[src/hw/rtl/ppmf_pkg.sv]
// shared types, constants and address helpers for the page packed framebuffer
// no dependencies

package ppmf_pkg;

  localparam int COLUMNS    = 128;
  localparam int ROWS       = 32;
  localparam int GLYPH_ROWS = 7;
  localparam int PAGES      = (ROWS + 7) / 8;
  localparam int STORE_SIZE = PAGES * COLUMNS;
  localparam int ADDR_W     = $clog2(STORE_SIZE);
  localparam int DATA_W     = 8;
  localparam int PAGE_W     = 2;
  localparam int COL_W      = 7;

  localparam logic [DATA_W-1:0] GLYPH_MASK = DATA_W'((1 << GLYPH_ROWS) - 1);

  typedef enum logic [1:0] {
    CMD_PIXEL = 2'd0,
    CMD_GLYPH = 2'd1,
    CMD_CLEAR = 2'd2,
    CMD_READ  = 2'd3
  } cmd_e;

  typedef struct packed {
    logic [DATA_W-1:0] pixel_byte;
    logic [PAGE_W-1:0] byte_page;
    logic [COL_W-1:0]  byte_column;
  } result_t;

  // rows of a page byte that lie on the screen
  function automatic logic [DATA_W-1:0] row_ok(logic [5:0] page);
    logic [DATA_W-1:0] ok;
    for (int k = 0; k < DATA_W; k++) begin
      ok[k] = (int'(page) * DATA_W + k) < ROWS;
    end
    return ok;
  endfunction

  function automatic logic [ADDR_W-1:0] byte_addr(logic [5:0] page, logic [7:0] col);
    return ADDR_W'(int'(page) * COLUMNS + int'(col));
  endfunction

endpackage

[src/hw/rtl/ppmf_obuf.sv]
// one-entry output register for read results, parts the link side stall
// depends on ppmf_pkg

module ppmf_obuf (
  input  logic                        clk_i,
  input  logic                        rst_ni,
  input  logic                        res_valid_i,
  input  ppmf_pkg::result_t           res_i,
  output logic                        res_ready_o,
  output logic                        out_valid_o,
  input  logic                        out_stall_i,
  output logic [ppmf_pkg::DATA_W-1:0] pixel_byte_o,
  output logic [ppmf_pkg::PAGE_W-1:0] byte_page_o,
  output logic [ppmf_pkg::COL_W-1:0]  byte_column_o
);

  logic              valid_q, valid_d;
  ppmf_pkg::result_t data_q;

  assign res_ready_o = !valid_q || !out_stall_i;
  assign valid_d     = res_ready_o ? res_valid_i : valid_q;

  always_ff @(posedge clk_i or negedge rst_ni) begin
    if (!rst_ni) begin
      valid_q <= 1'b0;
    end else begin
      valid_q <= valid_d;
    end
  end

  always_ff @(posedge clk_i) begin
    if (res_valid_i && res_ready_o) begin
      data_q <= res_i;
    end
  end

  assign out_valid_o   = valid_q;
  assign pixel_byte_o  = data_q.pixel_byte;
  assign byte_page_o   = data_q.byte_page;
  assign byte_column_o = data_q.byte_column;

endmodule
[config.mk]
export PLATFORM = sky130hd
export DESIGN_NAME = ppmf_obuf
export DESIGN_NICKNAME = d
export VERILOG_FILES = /design/src/hw/rtl/ppmf_pkg.sv /design/src/hw/rtl/ppmf_obuf.sv
export SDC_FILE = /design/constraint.sdc
export NUM_CORES = 1
export LEC_CHECK = 0
export BUFFER_PORTS_ARGS = -buffer_cell sky130_fd_sc_hd__buf_2
export CAP_MARGIN = 10
export CELL_PAD_IN_SITES_DETAIL_PLACEMENT = 1
export CELL_PAD_IN_SITES_GLOBAL_PLACEMENT = 1
export CORE_MARGIN = 3
export CORE_UTILIZATION = 29
export DETAILED_ROUTE_END_ITERATION = 7
export PLACE_DENSITY_LB_ADDON = 0.3
export SLEW_MARGIN = 15
export SYNTH_ARGS = -nofsm -noshare
export SYNTH_HDL_FRONTEND = slang
export SYNTH_SLANG_ARGS = --single-unit
[constraint.sdc]
create_clock -name clk_i -period 1.8 [get_ports clk_i]
set_clock_uncertainty 0.1 [all_clocks]
set_input_delay 0.09 -clock clk_i [delete_from_list [all_inputs] [get_ports clk_i]]
set_output_delay 0.09 -clock clk_i [all_outputs]
set_load 0.005 [all_outputs]
==> results.ini <==
[outcome]
outcome = completed

[synth]
synth_top_cell_area_share = 0.915
synth_area_leaders = edfxtp_1 91%, dfrtp_1 4.5%, a21boi_2 2.0%
synth.distinct_cells = 5
synth_compound_area_frac = 0.0336
synthAdderAreaFrac = 0
synth_top_family_by_area = compound AO/OA/AOI/OAI gates
postSynthAreaPerCell_sq_um = 26.6
synth_largest_area_cell = edfxtp_1
synth_cells = 21
synthSimpleGateAreaFrac = 0.00673
synth_area_sq_um = 558
synth_xor_area_frac = 0
yosysWarnings = 0
synth_nets = 42
synthMuxAreaShare = 0
ys_seq_elements = 18
synth_seq_area_share = 0.960

[timing]
maxSlewViolCount = 0
rsz0062_at_grt = false
post-route-period-util = 0.770
min_period_ns = 1.39
setup_ws_ns = 0.413
worst_pin_slew_ns = 0.212
slew-limit-headroom = 0.859
final.setup.tns_ns = 0
hold_viol_final = 0
finalSetupViolations = 0
fmax_ghz = 0.721

[cts]
htreeDepth = 1
cts-root-buf = clkbuf_4
cts_buffers = 3
cts_tree = done
clkLatencyLatePin_ns = 0.27
holdBufCountCts = 21
cts_resized = 0
cts_sinks = 18
cts_setup_buffers = 0
clk_path_buf_depth = 2
clkTransAtPathRegs_ns = 0.10

[power]
p_leak_nw = 0.444
comb_power_share = 0.125
swShare = 0.192
p_total_w = 0.000786
p_switching_w = 0.000151
clock_power_share = 0.250
p_per_area_nw_per_um2 = 764
seq_power_share = 0.625
vdd_drop_max_mv = 0.527
p_int_w = 0.000635

[worst_setup_path]
end_kind = register
cpMaxStageDelayCell = dlygate4sd3_1
crit_family = buffers and inverters
r2r_start = out_valid_o
cp-start-kind = primary input
critPathKind = in -> reg
rr_worst_depth = 2
cp.required_ns = 1.86
crit_cells = 4
timing.rr.end = out_valid_o
arrival_ns = 1.45
critPathMaxStageDelay_ns = 0.55
crit_top_cell = dlygate4sd3_1
path_max_fanout = 2
cp_cell_sequence = dlygate4sd3_1 > buf_2 > a21o_1 > dlygate4sd3_1
worst-path-buf-inv = 3
reg2reg_slack_ns = 0.42

[floorplanning]
die_h_um = 49.9
ios = 40
fp-row-count = 15
initial_core_util = 0.316
die_width_um = 49.9
die_area_sq_um = 2490
core_area_sq_um = 1760

[global_routing]
antenna_found_initial = 0
globalRouteMet3Util = 0.0332
grtUsageMet2 = 0.244
grt.busiest_layer = met2
grt_pass1_wl_um = 2150
grtUsageTotal = 0.117
met1_usage = 0.106
grt_pass1_vias = 510
grt_max_degree = 18
grt-ovfl-total = 0

[placement]
port_buffers = 39
place.gp.congestion = 0.669
detailedPlace.worstSlack_ns = 0.595

[finish]
fin_nets = 108
nFillCells = 200
drive_gt1_frac = 0.512
antenna_cells = 0
area_growth_pct = 84.3

[route]
vias = 450
drc_errors = 0
wl_per_cell_um = 11.7
postRouteAntennaNets = 0
drt_wl_total_um = 1300
vias_per_cell = 4.05
drt_iter0_drc = 1
first_pass_iters = 2

[flow_run]
cap_violations = 0

[worst_hold_path]
holdCritStartpoint = out_stall_i
hold_path.class = in -> reg
min_delay_path_depth = 3
min_to = byte_column_o[5]

==> per-stage QoR <==
step | instances | hold slack, ns | utilization | area (sq um)
CTS | 111 | 0.242 | 0.583 | 1030
global route | 111 | 0.253 | 0.583 | 1030
detailed placement | 86 | -0.230 | 0.449 | 792
floorplan | 21 | -0.306 | - | 558
finish | 111 | 0.253 | 0.583 | 1030
global placement | 86 | -0.234 | 0.449 | 792
==> worst max path at each step <==
stage / from / endpoint
2_1_floorplan: out_valid_o / byte_column_o[0]
3_3_place_gp: out_valid_o / byte_column_o[4]
3_5_place_dp: out_valid_o / byte_column_o[4]
4_1_cts: out_valid_o / out_valid_o
5_1_grt: out_valid_o / out_valid_o
6_report: res_valid_i / out_valid_o
==> flip-flops by register name (all words and copies together) (netlist names) <==
name and flops:
byte_page_o 2, byte_column_o 7, pixel_byte_o 8, out_valid_o 1
==> layer usage <==
metal  part of all wire  vias up
met3              0.067        0
met5                  0        -
met2               0.63       21
met4                  0        0
li1                   -      214
met1               0.31      215
==> worst register-to-register path: stages (launching register included) <==
cell           delay (ns)
dfrtp_1              0.43
a21o_1               0.19
dlygate4sd3_1        0.55
==> layout by cell type (no fill, tap or decap) <==
master,Yosys,layout
a21boi_2,1,1
a21o_1,1,1
buf_2,0,39
buf_4,0,1
clkbuf_1,0,1
clkbuf_4,0,3
dfrtp_1,1,1
dlygate4sd3_1,0,21
edfxtp_1,17,17
nand2_1,1,1
==> Yosys cell counts <==
| master | count |
|---|---|
| edfxtp_1 | 17 |
| a21boi_2 | 1 |
| nand2_1 | 1 |
| a21o_1 | 1 |
| dfrtp_1 | 1 |
==> cells by family after synthesis <==
| kind of cell | count (synthesis) |
|---|---|
| AO/OA/AOI/OAI | 2 |
| flip-flops | 18 |
| AND/OR/NAND/NOR | 1 |
==> power groups by stage <==
| stage | combinational (W) | clock, W | sequential (W) |
|---|---|---|---|
| after CTS | 0.0000984 | 0.000204 | 0.000491 |
| after detailed placement | 0.0000633 | 0 | 0.000501 |
| final | 0.0000986 | 0.000196 | 0.000491 |
| after floorplan | 0.0000103 | 0 | 0.000505 |
| after global routing | 0.000108 | 0.000219 | 0.000494 |
| after global placement | 0.0000621 | 0 | 0.000500 |
==> layout make-up <==
class                      count  area (sq um)  share of cell area
clock buffer                   4          26.3              0.0255
multi-input combinational      3          22.5              0.0219
timing repair buffer          61           413               0.401
tap                           25          31.3              0.0304
sequential                    18           536               0.521
Note: power is estimated with default switching activity, not from simulation.
