**src/hw/rtl/ppmf_pkg.sv**
```systemverilog
// shared types, constants and address helpers for the page packed framebuffer
// no dependencies

package ppmf_pkg;

  localparam int COLUMNS    = 128;
  localparam int ROWS       = 32;
  localparam int GLYPH_ROWS = 7;
  localparam int PAGES      = (ROWS + 7) / 8;
  localparam int STORE_SIZE = PAGES * COLUMNS;
  localparam int ADDR_W     = $clog2(STORE_SIZE);
  localparam int DATA_W     = 8;
  localparam int PAGE_W     = 2;
  localparam int COL_W      = 7;

  localparam logic [DATA_W-1:0] GLYPH_MASK = DATA_W'((1 << GLYPH_ROWS) - 1);

  typedef enum logic [1:0] {
    CMD_PIXEL = 2'd0,
    CMD_GLYPH = 2'd1,
    CMD_CLEAR = 2'd2,
    CMD_READ  = 2'd3
  } cmd_e;

  typedef struct packed {
    logic [DATA_W-1:0] pixel_byte;
    logic [PAGE_W-1:0] byte_page;
    logic [COL_W-1:0]  byte_column;
  } result_t;

  // rows of a page byte that lie on the screen
  function automatic logic [DATA_W-1:0] row_ok(logic [5:0] page);
    logic [DATA_W-1:0] ok;
    for (int k = 0; k < DATA_W; k++) begin
      ok[k] = (int'(page) * DATA_W + k) < ROWS;
    end
    return ok;
  endfunction

  function automatic logic [ADDR_W-1:0] byte_addr(logic [5:0] page, logic [7:0] col);
    return ADDR_W'(int'(page) * COLUMNS + int'(col));
  endfunction

endpackage

```
**src/hw/rtl/ppmf_ctrl.sv**
```systemverilog
// command sequencer: read-modify-write of page bytes, clear sweep, byte read
// depends on ppmf_pkg

module ppmf_ctrl (
  input  logic                         clk_i,
  input  logic                         rst_ni,
  input  logic                         in_valid_i,
  output logic                         in_stall_o,
  input  logic [1:0]                   cmd_i,
  input  logic [7:0]                   x_pos_i,
  input  logic [7:0]                   y_pos_i,
  input  logic                         ink_i,
  input  logic [6:0]                   column_bits_i,
  input  logic [1:0]                   page_sel_i,
  output logic                         res_valid_o,
  output ppmf_pkg::result_t            res_o,
  input  logic                         res_ready_i,
  output logic                         ram_we_o,
  output logic [ppmf_pkg::ADDR_W-1:0]  ram_waddr_o,
  output logic [ppmf_pkg::DATA_W-1:0]  ram_wdata_o,
  output logic                         ram_re_o,
  output logic [ppmf_pkg::ADDR_W-1:0]  ram_raddr_o,
  input  logic [ppmf_pkg::DATA_W-1:0]  ram_rdata_i
);

  typedef enum logic [2:0] {
    S_CLEAR,
    S_IDLE,
    S_WR0,
    S_WR1,
    S_RDOUT
  } state_e;

  state_e                        state_q, state_d;
  logic [ppmf_pkg::ADDR_W-1:0]   clr_q, clr_d;
  logic [ppmf_pkg::ADDR_W-1:0]   addr0_q, addr0_d;
  logic [ppmf_pkg::ADDR_W-1:0]   addr1_q, addr1_d;
  logic [ppmf_pkg::DATA_W-1:0]   mask0_q, mask0_d;
  logic [ppmf_pkg::DATA_W-1:0]   mask1_q, mask1_d;
  logic                          ink_q, ink_d;
  logic                          rd_ok_q, rd_ok_d;
  logic [ppmf_pkg::PAGE_W-1:0]   page_q, page_d;
  logic [ppmf_pkg::COL_W-1:0]    col_q, col_d;

  ppmf_pkg::cmd_e                cmd;
  logic [ppmf_pkg::DATA_W-1:0]   pat;
  logic [2*ppmf_pkg::DATA_W-1:0] shifted;
  logic [5:0]                    page0, page1;
  logic                          col_ok;
  logic [ppmf_pkg::DATA_W-1:0]   cur_mask;

  assign cmd     = ppmf_pkg::cmd_e'(cmd_i);
  assign pat     = (cmd == ppmf_pkg::CMD_PIXEL) ? ppmf_pkg::DATA_W'(1)
                 : ({1'b0, column_bits_i} & ppmf_pkg::GLYPH_MASK);
  assign shifted = (2*ppmf_pkg::DATA_W)'(pat) << y_pos_i[2:0];
  assign page0   = {1'b0, y_pos_i[7:3]};
  assign page1   = page0 + 6'd1;
  assign col_ok  = {1'b0, x_pos_i} < 9'(ppmf_pkg::COLUMNS);
  assign cur_mask = (state_q == S_WR1) ? mask1_q : mask0_q;

  always_comb begin
    state_d     = state_q;
    clr_d       = clr_q;
    addr0_d     = addr0_q;
    addr1_d     = addr1_q;
    mask0_d     = mask0_q;
    mask1_d     = mask1_q;
    ink_d       = ink_q;
    rd_ok_d     = rd_ok_q;
    page_d      = page_q;
    col_d       = col_q;
    in_stall_o  = 1'b1;
    res_valid_o = 1'b0;
    ram_we_o    = 1'b0;
    ram_waddr_o = addr0_q;
    ram_wdata_o = ink_q ? (ram_rdata_i | cur_mask) : (ram_rdata_i & ~cur_mask);
    ram_re_o    = 1'b0;
    ram_raddr_o = addr1_q;

    unique case (state_q)
      S_CLEAR: begin
        ram_we_o    = 1'b1;
        ram_waddr_o = clr_q;
        ram_wdata_o = '0;
        clr_d       = clr_q + 1'b1;
        if (clr_q == ppmf_pkg::ADDR_W'(ppmf_pkg::STORE_SIZE - 1)) begin
          clr_d   = '0;
          state_d = S_IDLE;
        end
      end
      S_IDLE: begin
        in_stall_o = 1'b0;
        if (in_valid_i) begin
          unique case (cmd)
            ppmf_pkg::CMD_PIXEL, ppmf_pkg::CMD_GLYPH: begin
              ram_re_o    = 1'b1;
              ram_raddr_o = ppmf_pkg::byte_addr(page0, x_pos_i);
              addr0_d     = ppmf_pkg::byte_addr(page0, x_pos_i);
              addr1_d     = ppmf_pkg::byte_addr(page1, x_pos_i);
              mask0_d     = col_ok ? (shifted[ppmf_pkg::DATA_W-1:0] & ppmf_pkg::row_ok(page0))
                                   : '0;
              mask1_d     = col_ok ? (shifted[2*ppmf_pkg::DATA_W-1:ppmf_pkg::DATA_W]
                                      & ppmf_pkg::row_ok(page1)) : '0;
              ink_d       = ink_i;
              state_d     = S_WR0;
            end
            ppmf_pkg::CMD_CLEAR: begin
              clr_d   = '0;
              state_d = S_CLEAR;
            end
            ppmf_pkg::CMD_READ: begin
              ram_re_o    = 1'b1;
              ram_raddr_o = ppmf_pkg::byte_addr({4'b0, page_sel_i}, x_pos_i);
              rd_ok_d     = col_ok && (int'(page_sel_i) < ppmf_pkg::PAGES);
              page_d      = page_sel_i;
              col_d       = x_pos_i[ppmf_pkg::COL_W-1:0];
              state_d     = S_RDOUT;
            end
            default: state_d = S_IDLE;
          endcase
        end
      end
      S_WR0: begin
        ram_we_o    = mask0_q != '0;
        ram_waddr_o = addr0_q;
        if (mask1_q != '0) begin
          ram_re_o    = 1'b1;
          ram_raddr_o = addr1_q;
          state_d     = S_WR1;
        end else begin
          state_d = S_IDLE;
        end
      end
      S_WR1: begin
        ram_we_o    = 1'b1;
        ram_waddr_o = addr1_q;
        state_d     = S_IDLE;
      end
      S_RDOUT: begin
        res_valid_o = 1'b1;
        if (res_ready_i) begin
          state_d = S_IDLE;
        end
      end
      default: state_d = S_IDLE;
    endcase
  end

  assign res_o.pixel_byte  = rd_ok_q ? ram_rdata_i : '0;
  assign res_o.byte_page   = page_q;
  assign res_o.byte_column = col_q;

  always_ff @(posedge clk_i or negedge rst_ni) begin
    if (!rst_ni) begin
      state_q <= S_CLEAR;
      clr_q   <= '0;
    end else begin
      state_q <= state_d;
      clr_q   <= clr_d;
    end
  end

  always_ff @(posedge clk_i) begin
    addr0_q <= addr0_d;
    addr1_q <= addr1_d;
    mask0_q <= mask0_d;
    mask1_q <= mask1_d;
    ink_q   <= ink_d;
    rd_ok_q <= rd_ok_d;
    page_q  <= page_d;
    col_q   <= col_d;
  end

  // no read may target the byte being written in the same cycle
  a_no_rw_overlap: assert property (@(posedge clk_i) disable iff (!rst_ni)
    ram_we_o && ram_re_o |-> ram_waddr_o != ram_raddr_o)
    else $error("ram read and write hit the same byte");

  a_wr1_after_wr0: assert property (@(posedge clk_i) disable iff (!rst_ni)
    state_q == S_WR1 |-> $past(state_q) == S_WR0)
    else $error("second page write without first");

  a_res_held: assert property (@(posedge clk_i) disable iff (!rst_ni)
    res_valid_o && !res_ready_i |=> res_valid_o && $stable(res_o))
    else $error("read result lost while waiting");

endmodule

```
**config.mk**
```make
export PLATFORM = sky130hd
export DESIGN_NAME = ppmf_ctrl
export DESIGN_NICKNAME = d
export VERILOG_FILES = /design/src/hw/rtl/ppmf_pkg.sv /design/src/hw/rtl/ppmf_ctrl.sv
export SDC_FILE = /design/constraint.sdc
export NUM_CORES = 1
export LEC_CHECK = 0
export BUFFER_PORTS_ARGS = -buffer_cell sky130_fd_sc_hd__buf_4
export CELL_PAD_IN_SITES_DETAIL_PLACEMENT = 1
export CELL_PAD_IN_SITES_GLOBAL_PLACEMENT = 1
export CORE_ASPECT_RATIO = 0.8
export CORE_MARGIN = 1
export CORE_UTILIZATION = 40
export CTS_CLUSTER_SIZE = 16
export DETAILED_ROUTE_END_ITERATION = 8
export GPL_TIMING_DRIVEN = 1
export PLACE_DENSITY = 0.83
export SYNTH_ARGS = -nofsm -noshare
export SYNTH_HDL_FRONTEND = slang
export SYNTH_SLANG_ARGS = --single-unit
```
**constraint.sdc**
```tcl
create_clock -name clk_i -period 2.4 [get_ports clk_i]
set_clock_uncertainty 0.05 [all_clocks]
set_input_delay 0.24 -clock clk_i [delete_from_list [all_inputs] [get_ports clk_i]]
set_output_delay 0.24 -clock clk_i [all_outputs]
set_load 0.05 [all_outputs]
```
==> reports/qor.txt, run 1 <==
Critical Path End - ram_re_o
Asr flop ratio synth - 0.250
Diodes inserted - 0
Slew @ Worst Pin - 0.502 ns
Critical Path Start - mask1_q[5]
Status - complete, no violations
# clock sinks - 48
YS warnings - 0
DR vias - 2359
Largest net degree at the start of global routing - 18
Worst EP arrival - 2.01 ns
Worst reg2reg endpoint - state_q[0]
Worst path depth - 4
FF+latch count, synth - 48
Filler cell count - 789
# rows - 27
Commonest non-fill, non-tap cell in the layout - buf_4
1st-iter DRT viols - 70
Number of synthesized flops with an enable pin - 36
H-tree depth - 2
P&R area growth vs syn - 30.7%
Crit-path slowest cell - or4_1
R2R setup slack - 0.40 ns
Most area-consuming cells after synthesis - edfxtp_1 37%, dfrtp_1 10%, mux2_2 6.6%, mux2i_1 5.9%, a2111oi_4 3.8%
Total grt overflow - 0
Num CTS Buffers - 5
Placed cell areas - 0.00365 mm²
Area leader, netlist - edfxtp_1
Post-Syn Area - 0.00290 mm²
Clk buf depth - 2
# DRC - 0
PwrDens - 1100 mW/mm²
Post-route ant nets - 0
Crit start category - flip-flop
WL per Instance - 18.5 µm
Power, Total - 0.00415 W
Detailed placement HPWL - 6550 µm
Share of cells above drive strength 1 - 0.382
Sw frac - 0.481
Yosys top cell area share - 0.373
Die area - 0.00759 mm²
CP required - 2.11 ns
Post-synthesis sequential area ratio - 0.477
Clock period minus worst slack - 2.30 ns
Top delay family on crit path - simple AND/OR/NAND/NOR gates
Vias in the first global route - 2431
Int Power - 0.00215 W
Most frequent cells in the layout - 95 x buf_4, 36 x edfxtp_1, 26 x nor2_1
Clk network pwr share - 0.147
DIE WIDTH - 97.2 µm
IO Pins - 87
Hold Crit Class - input port to flip-flop
CP Capture Type - primary output
Critical Setup Path Class - flip-flop to primary output
Final Cycle Share - 0.957
Pins Over Slew Limit - 0
Initial antenna violation count - 0
Initial Util - 0.416
First-pass GRT wire length - 13100 µm
Vias per inst - 5.36
Flop pwr share - 0.294
Root buffer cell - clkbuf_8
Combinational share of power - 0.559
Register-to-Register Path Depth - 8
Synth Instances - 260
RSZ-0062 raised after global routing - false
P_sw - 0.00200 W
Final WL - 8140 µm
CP max stage delay - 0.54 ns
Fmax achieved - 435 MHz
Hold WS - 0.0594 ns
Worst-path maximum fanout - 2
Final #Nets - 398
Max_slew headroom - 0.663
Port Buf Inserts - 86
GRT Total Usage - 0.224
Max cap viols - 0
Setup violators final - 0
Reg2reg start - clr_q[0]
Final Hold Viols - 0
Core ar. - 0.00696 mm²
GPL Wtd Cong - 0.839
Syn avg cell area - 11.1 µm²
Setup tns final - 0 ns
Final Core Density - 0.544
CTS tree - built
CP cell instances - or4_1, o311ai_1, nand2_1, buf_4
Post-route cell area - 0.00379 mm²
Buf+Inv Stages, Crit Path - 1
Die Y - 78.1 µm
Clock slew at reported path FFs - 0.09 ns
DRT Pass-1 Iters - 4
Worst vdd ir - 0.399 mV
Skew-Pair Late Insertion Delay - 0.31 ns
Count of different cell masters after synthesis - 52
Mapped Nets - 306
LEAKAGE - 1.62 nW
Top_reg_cell synth - edfxtp_1
==> per-layer routing <==
metal	wire length (µm)	track usage	part of all wire
met5	0	0	0
met4	82	0.0612	0.010
met3	329	0.0454	0.040
met2	3810	0.349	0.47
met1	3920	0.317	0.48
==> synth_stat cells (2+ instances only) <==
library cell	number
edfxtp_1	36
nor2_1	26
nand2_1	24
mux2_2	17
mux2i_1	17
inv_1	13
dfrtp_1	12
and2_1	10
nor3_1	8
a21oi_1	7
nand3_1	7
ha_1	6
xnor2_1	6
buf_2	5
nor2b_1	5
a2111oi_4	4
clkbuf_1	4
o21ai_0	4
o22ai_1	4
a211oi_1	3
nand3b_1	3
nor4_1	3
xor2_1	3
buf_6	2
nand4_1	2
nor3b_1	2
or2_2	2
==> through the flow <==
stage	cells	setup slack [ns]
6_report	440	0.104
5_1_grt	440	0.0173
4_1_cts	439	0.0957
3_5_place_dp	430	0.437
3_3_place_gp	430	0.486
2_1_floorplan	260	0.105
==> timing repair <==
action | 4_1_cts | 5_1_grt
setup buffers | 0 | 1
hold endpoints to repair | 12 | 0
resized for setup | 0 | 0
hold buffers | 1 | 0
setup endpoints to repair | 0 | 4
==> kinds of logic after synthesis <==
family,after synthesis,share of synthesized area
AOI/OAI and AO/OA,38,0.121
xor gates and xnor gates,9,0.0272
adders and majority gates,6,0.0259
buffers and inverters,24,0.0384
DFF,48,0.477
muxes,35,0.133
and+or+nand+nor,100,0.178
==> power groups by stage <==
| stage | registers [W] | clock network, W | logic, W |
|---|---|---|---|
| 2_1_floorplan | 0.00119 | 0 | 0.00164 |
| 3_3_place_gp | 0.00122 | 0 | 0.00226 |
| 3_5_place_dp | 0.00123 | 0 | 0.00232 |
| 4_1_cts | 0.00122 | 0.000623 | 0.00233 |
| 5_1_grt | 0.00125 | 0.000646 | 0.00245 |
| 6_report | 0.00122 | 0.000610 | 0.00232 |
==> registers in the layout (all words and copies together) (netlist names) <==
register and flops:
mask1_q 6, col_q 7, addr1_q 2, page_q 2, rd_ok_q 1, addr0_q 9
clr_q 9, state_q 3, mask0_q 8, ink_q 1
==> worst reg2reg max path, delay by kind of cell (launching register included) <==
family / cells / cell delay (ns)
compound gates: 2 / 0.32
fa+ha+maj: 2 / 0.51
flops: 1 / 0.44
simple gates: 4 / 0.58
==> how the worst min path moves through the flow <==
stage / startpoint / end / slack (ns) / cells after the start
2_1_floorplan: rst_ni / clr_q[0] / -0.11 / 0
3_3_place_gp: rst_ni / clr_q[8] / 0.04 / 1
3_5_place_dp: rst_ni / clr_q[8] / 0.04 / 1
4_1_cts: ink_i / ink_q / 0.05 / 1
5_1_grt: ink_i / ink_q / 0.05 / 1
6_report: ink_i / ink_q / 0.06 / 1
==> cell type report <==
cell class	instances	area, µm²	area share
repair buffers	96	723	0.191
well taps	87	109	0.0287
multi-input cells	188	1410	0.372
clock buffers	5	68.8	0.0182
flip-flops and latches	48	1380	0.365
inverters	13	48.8	0.0129
clock inverters	3	46.3	0.0122
(Power assumes the default switching activity.)
==> inputs of run 2 (changes only) <==
Settings changed: CTS_CLUSTER_DIAMETER set to 40.
Clock period 2.4 ns to 2.5 ns, I/O delays scaled along.
==> reports/qor.txt, run 2 (synthesis gave the netlist of run 1 again) <==
Fmax achieved - 437 MHz
Final Cycle Share - 0.915
Placed cell areas - 0.00366 mm² (+0.14%)
DIE WIDTH - 97.2 µm (unchanged)
Largest net degree at the start of global routing - 18 (unchanged)
P_sw - 0.00191 W (-4.4%)
Final Hold Viols - 0 (unchanged)
Met3 Use GR - 0.0356 (-0.00980)
# clock sinks - 48 (unchanged)
Post-route ant nets - 0 (unchanged)
# rows - 27 (unchanged)
Max cap viols - 0 (unchanged)
Initial antenna violation count - 0 (unchanged)
Num CTS Buffers - 5 (unchanged)
Share of cells above drive strength 1 - 0.379 (-0.00352)
Most frequent cells in the layout - 92 x buf_4, 36 x edfxtp_1, 26 x nor2_1
Setup violators final - 0 (unchanged)
Port Buf Inserts - 86 (unchanged)
Initial Util - 0.416 (unchanged)
GRT Total Usage - 0.223 (-0.00107)
Final non-filler cell total - 438 (-0.45%)
CP Capture Type - primary output
Worst EP arrival - 1.99 ns (-0.02 ns)
Clk buf depth - 2 (unchanged)
Final #Nets - 396 (-0.50%)
Total setup buffers inserted after CTS - 0 (unchanged)
P&R area growth vs syn - 29.9%
PwrDens - 1040 mW/mm² (-5.5%)
Status - complete, no violations
CTS tree - built
CP max stage delay - 0.56 ns (+0.02 ns)
Setup tns final - 0 ns (unchanged)
Diodes inserted - 0 (unchanged)
Int Power - 0.00199 W (-7.6%)
Max_slew headroom - 0.651 (-0.0121)
Clk network pwr share - 0.127 (-0.020)
GRT met1 Usage - 0.322 (+0.00536)
LEAKAGE - 1.61 nW (-0.57%)
Clock slew at reported path FFs - 0.09 ns (about the same)
Core ar. - 0.00696 mm² (unchanged)
DRT Pass-1 Iters - 4 (unchanged)
Vias per inst - 5.36 (about the same)
Global route hottest layer - met2
Pins Over Slew Limit - 0 (unchanged)
Placed insts - 429 (-0.23%)
1st-iter DRT viols - 71 (+1.4%)
CP cell instances - or4_1, o311ai_1, nand2_1, buf_4
Final WL - 8210 µm (+0.85%)
Commonest non-fill, non-tap cell in the layout - buf_4
Worst-path maximum fanout - 2 (unchanged)
DR vias - 2347 (-0.51%)
Crit start category - flip-flop
First-pass GRT wire length - 13000 µm (-0.63%)
IO Pins - 87 (unchanged)
Skew-Pair Late Insertion Delay - 0.31 ns (about the same)
Combinational share of power - 0.571 (+0.012)
Critical Setup Path Class - flip-flop to primary output
Die area - 0.00759 mm² (unchanged)
Hold WS - 0.0769 ns (+0.0175 ns)
Root buffer cell - clkbuf_8
Worst vdd ir - 0.346 mV (-13%)
Crit-path slowest cell - or4_1
GPL Wtd Cong - 0.825 (-1.6%)
Filler cell count - 773 (-2.0%)
Total grt overflow - 0 (unchanged)
Sw frac - 0.490 (+0.00857)
WL per Instance - 18.7 µm (+1.3%)
Slew @ Worst Pin - 0.520 ns (+0.0179 ns)
Flop pwr share - 0.301 (+0.007)
H-tree depth - 2 (unchanged)
# DRC - 0 (unchanged)
Detailed placement HPWL - 6680 µm (+2.0%)
Post-route cell area - 0.00376 mm² (-0.59%)
RSZ-0062 raised after global routing - false
Clock period minus worst slack - 2.29 ns
Vias in the first global route - 2380 (-2.1%)
GR met2 Demand/Resource - 0.347 (-0.00211)
Largest regs - addr0_q x9, clr_q x9, mask0_q x8
Die Y - 78.1 µm (unchanged)
Hold Crit Class - input port to flip-flop
CP required - 2.20 ns (+0.09 ns)
-- run 2: power groups by stage --
stage,combinational (W),sequential [W],clock (W)
6_report,0.00223,0.00118,0.000497
5_1_grt,0.00234,0.00119,0.000541
4_1_cts,0.00224,0.00117,0.000508
3_5_place_dp,0.00224,0.00119,0
3_3_place_gp,0.00217,0.00117,0
2_1_floorplan,0.00158,0.00114,0
-- run 2: final cells by class --
type | instances | area [µm²] | share of cell area
Tap cell | 87 | 109 | 0.0289
Multi-Input combinational cell | 188 | 1410 | 0.375
Sequential cell | 48 | 1380 | 0.367
Timing Repair Buffer | 94 | 721 | 0.191
Clock inverter | 2 | 12.5 | 0.00332
Inverter | 13 | 48.8 | 0.0130
Clock buffer | 6 | 82.6 | 0.0219
-- run 2: worst max-delay path, delay by kind of cell, from the launching register on --
kind	cells	cell delay [ns]
compound gates	1	0.38
flops	1	0.41
simple gates	2	0.67
buf+inv	1	0.22
-- run 2: timing repair --
action,in CTS,in global routing
endpoints found under the hold margin,12,0
gates resized for setup,0,0
hold buffers,1,0
-- run 2: final timing paths --
path | startpoint | endpoint | slack [ns] | depth (start not counted)
min | x_pos_i[5] | col_q[5] | 0.08 | 1
min reg2reg | clr_q[6] | clr_q[6] | 0.56 | 2
max reg2reg | clr_q[0] | state_q[0] | 0.39 | 8
min in group asynchronous | rst_ni | clr_q[3] | 0.27 | 2
max in group asynchronous | rst_ni | state_q[2] | 1.96 | 2
max | mask1_q[5] | ram_re_o | 0.21 | 4
-- run 2: metal layers --
layer	vias to the layer above	wire length (µm)
met1	1143	3930
met2	65	3810
met5	-	0
met4	0	112
li1	1131	-
met3	8	358
-- run 2: stage by stage --
| stage | total power [W] | utilization | setup WS, ns |
|---|---|---|---|
| detailed placement | 0.00342 | 0.526 | 0.478 |
| global placement | 0.00334 | 0.526 | 0.567 |
| CTS | 0.00392 | 0.541 | 0.204 |
| global route | 0.00408 | 0.541 | 0.0519 |
| floorplan | 0.00272 | - | 0.195 |
| finish | 0.00390 | 0.541 | 0.213 |
==> inputs of run 3 (changes only) <==
Settings changed: GPL_TIMING_DRIVEN 1 to 0.
==> reports/qor.txt, run 3 (synthesis gave the netlist of run 1 again) <==
Status - complete, no violations
Skew-Pair Late Insertion Delay - 0.30 ns (about the same)
Die area - 0.00759 mm² (unchanged)
1st-iter DRT viols - 83 (+17%)
# rows - 27 (unchanged)
Clock slew at reported path FFs - 0.09 ns (about the same)
Clk buf depth - 2 (unchanged)
Setup violators final - 0 (unchanged)
Worst vdd ir - 0.402 mV (+16%)
Met3 Use GR - 0.0401 (+0.00445)
Most frequent cells in the layout - 84 x buf_4, 36 x edfxtp_1, 26 x nor2_1
# DRC - 0 (unchanged)
Setup tns final - 0 ns (unchanged)
Global route hottest layer - met2
Worst EP arrival - 2.03 ns (+0.04 ns)
H-tree depth - 2 (unchanged)
DIE WIDTH - 97.2 µm (unchanged)
GRT met1 Usage - 0.317 (-0.00536)
Diodes inserted - 0 (unchanged)
Final Cycle Share - 0.933 (+0.0177)
IO Pins - 87 (unchanged)
Detailed placement HPWL - 6520 µm (-2.3%)
DR vias - 2420 (+3.1%)
CP Capture Type - primary output
Initial Util - 0.416 (unchanged)
P&R area growth vs syn - 29.2%
CP required - 2.20 ns (about the same)
Vias per inst - 5.50 (+2.6%)
Final Hold Viols - 0 (unchanged)
Port Buf Inserts - 84 (-2.3%)
Num CTS Buffers - 5 (unchanged)
First-pass GRT wire length - 12900 µm (-1.3%)
# clock sinks - 48 (unchanged)
Fmax achieved - 429 MHz (-1.9%)
WL per Instance - 18.5 µm (-1.0%)
Pins Over Slew Limit - 0 (unchanged)
LEAKAGE - 1.60 nW (-1.1%)
Slew @ Worst Pin - 1.22 ns (+0.701 ns)
Filler cell count - 779 (+0.78%)
Hold WS - 0.0766 ns (-0.000336 ns)
Worst-path maximum fanout - 10 (+8)
GRT Total Usage - 0.218 (-0.00442)
Largest regs - addr0_q x9, clr_q x9, mask0_q x8
Total grt overflow - 0 (unchanged)
Total setup buffers inserted after CTS - 0 (unchanged)
Core ar. - 0.00696 mm² (unchanged)
Max cap viols - 0 (unchanged)
Post-route ant nets - 0 (unchanged)
PwrDens - 1030 mW/mm² (-0.53%)
RSZ-0062 raised after global routing - false
DRT Pass-1 Iters - 4 (unchanged)
GR met2 Demand/Resource - 0.342 (-0.00563)
Vias in the first global route - 2403 (+0.97%)
Root buffer cell - clkbuf_8
Share of cells above drive strength 1 - 0.368 (-0.0106)
Initial antenna violation count - 0 (unchanged)
CTS tree - built
Max_slew headroom - 0.183 (-0.467)
Crit start category - flip-flop
Clock period minus worst slack - 2.33 ns (+0.0443 ns)
Die Y - 78.1 µm (unchanged)
GPL Wtd Cong - 0.844 (+2.3%)
Final WL - 8160 µm (-0.60%)
Final #Nets - 398 (+0.51%)
Commonest non-fill, non-tap cell in the layout - buf_4
Largest net degree at the start of global routing - 27 (+9)
Critical Setup Path Class - flip-flop to primary output
Hold Crit Class - input port to flip-flop
## run 3: layout make-up
cell class,instances,area (µm²),area share
Inverter,13,48.8,0.0130
Tap cell,87,109,0.0291
Buffer,11,62.6,0.0167
Timing Repair Buffer,85,641,0.171
Multi-Input combinational cell,188,1410,0.375
Clock inverter,1,8.76,0.00234
Clock buffer,7,86.3,0.0231
Sequential cell,48,1380,0.369
## run 3: worst max-delay path, stage by stage, from the launching register on
cell      delay (ns)
dfrtp_1         0.47
nand3b_1        0.20
buf_2           0.27
mux2i_1         0.28
mux2i_1         0.24
nor2_1          0.06
buf_4           0.20
## run 3: repair_timing
action                                 in CTS  in global routing
resized for setup                           0                  1
hold buffers                                1                  0
setup endpoints to repair                   0                  3
endpoints found under the hold margin      12                  0
## run 3: where the power goes
group / internal (W) / total (W) / switching, W
sequential: 0.00101 / 0.00116 / 0.000147
combinational: 0.000733 / 0.00221 / 0.00148
clock: 0.000227 / 0.000490 / 0.000263
## run 3: layer usage
| layer | routed length (µm) | up-vias |
|---|---|---|
| met5 | 0 | - |
| met4 | 104 | 0 |
| met3 | 415 | 12 |
| met2 | 3730 | 72 |
| met1 | 3910 | 1198 |
| li1 | - | 1138 |
## run 3: path summary, 6_finish.rpt
kind | depth (start not counted) | startpoint | slack [ns] | endpoint
hold / removal | 1 | ink_i | 0.08 | ink_q
setup reg to reg | 3 | state_q[2] | 0.19 | mask0_q[7]
min in group asynchronous | 2 | rst_ni | 0.27 | state_q[2]
hold reg to reg | 1 | clr_q[1] | 0.54 | clr_q[1]
max in group asynchronous | 2 | rst_ni | 1.95 | state_q[1]
setup / recovery | 6 | state_q[0] | 0.17 | ram_wdata_o[2]
## run 3: stage by stage
| stage | area, µm² | power [W] | std cells | utilization | setup WS, ns |
|---|---|---|---|---|---|
| after floorplan | 2900 | 0.00272 | 260 | - | 0.195 |
| after global placement | 3640 | 0.00332 | 431 | 0.523 | 0.318 |
| after detailed placement | 3640 | 0.00339 | 431 | 0.523 | 0.218 |
| after CTS | 3740 | 0.00388 | 440 | 0.538 | 0.102 |
| after global routing | 3740 | 0.00402 | 440 | 0.538 | 0.0306 |
| final | 3740 | 0.00386 | 440 | 0.538 | 0.169 |
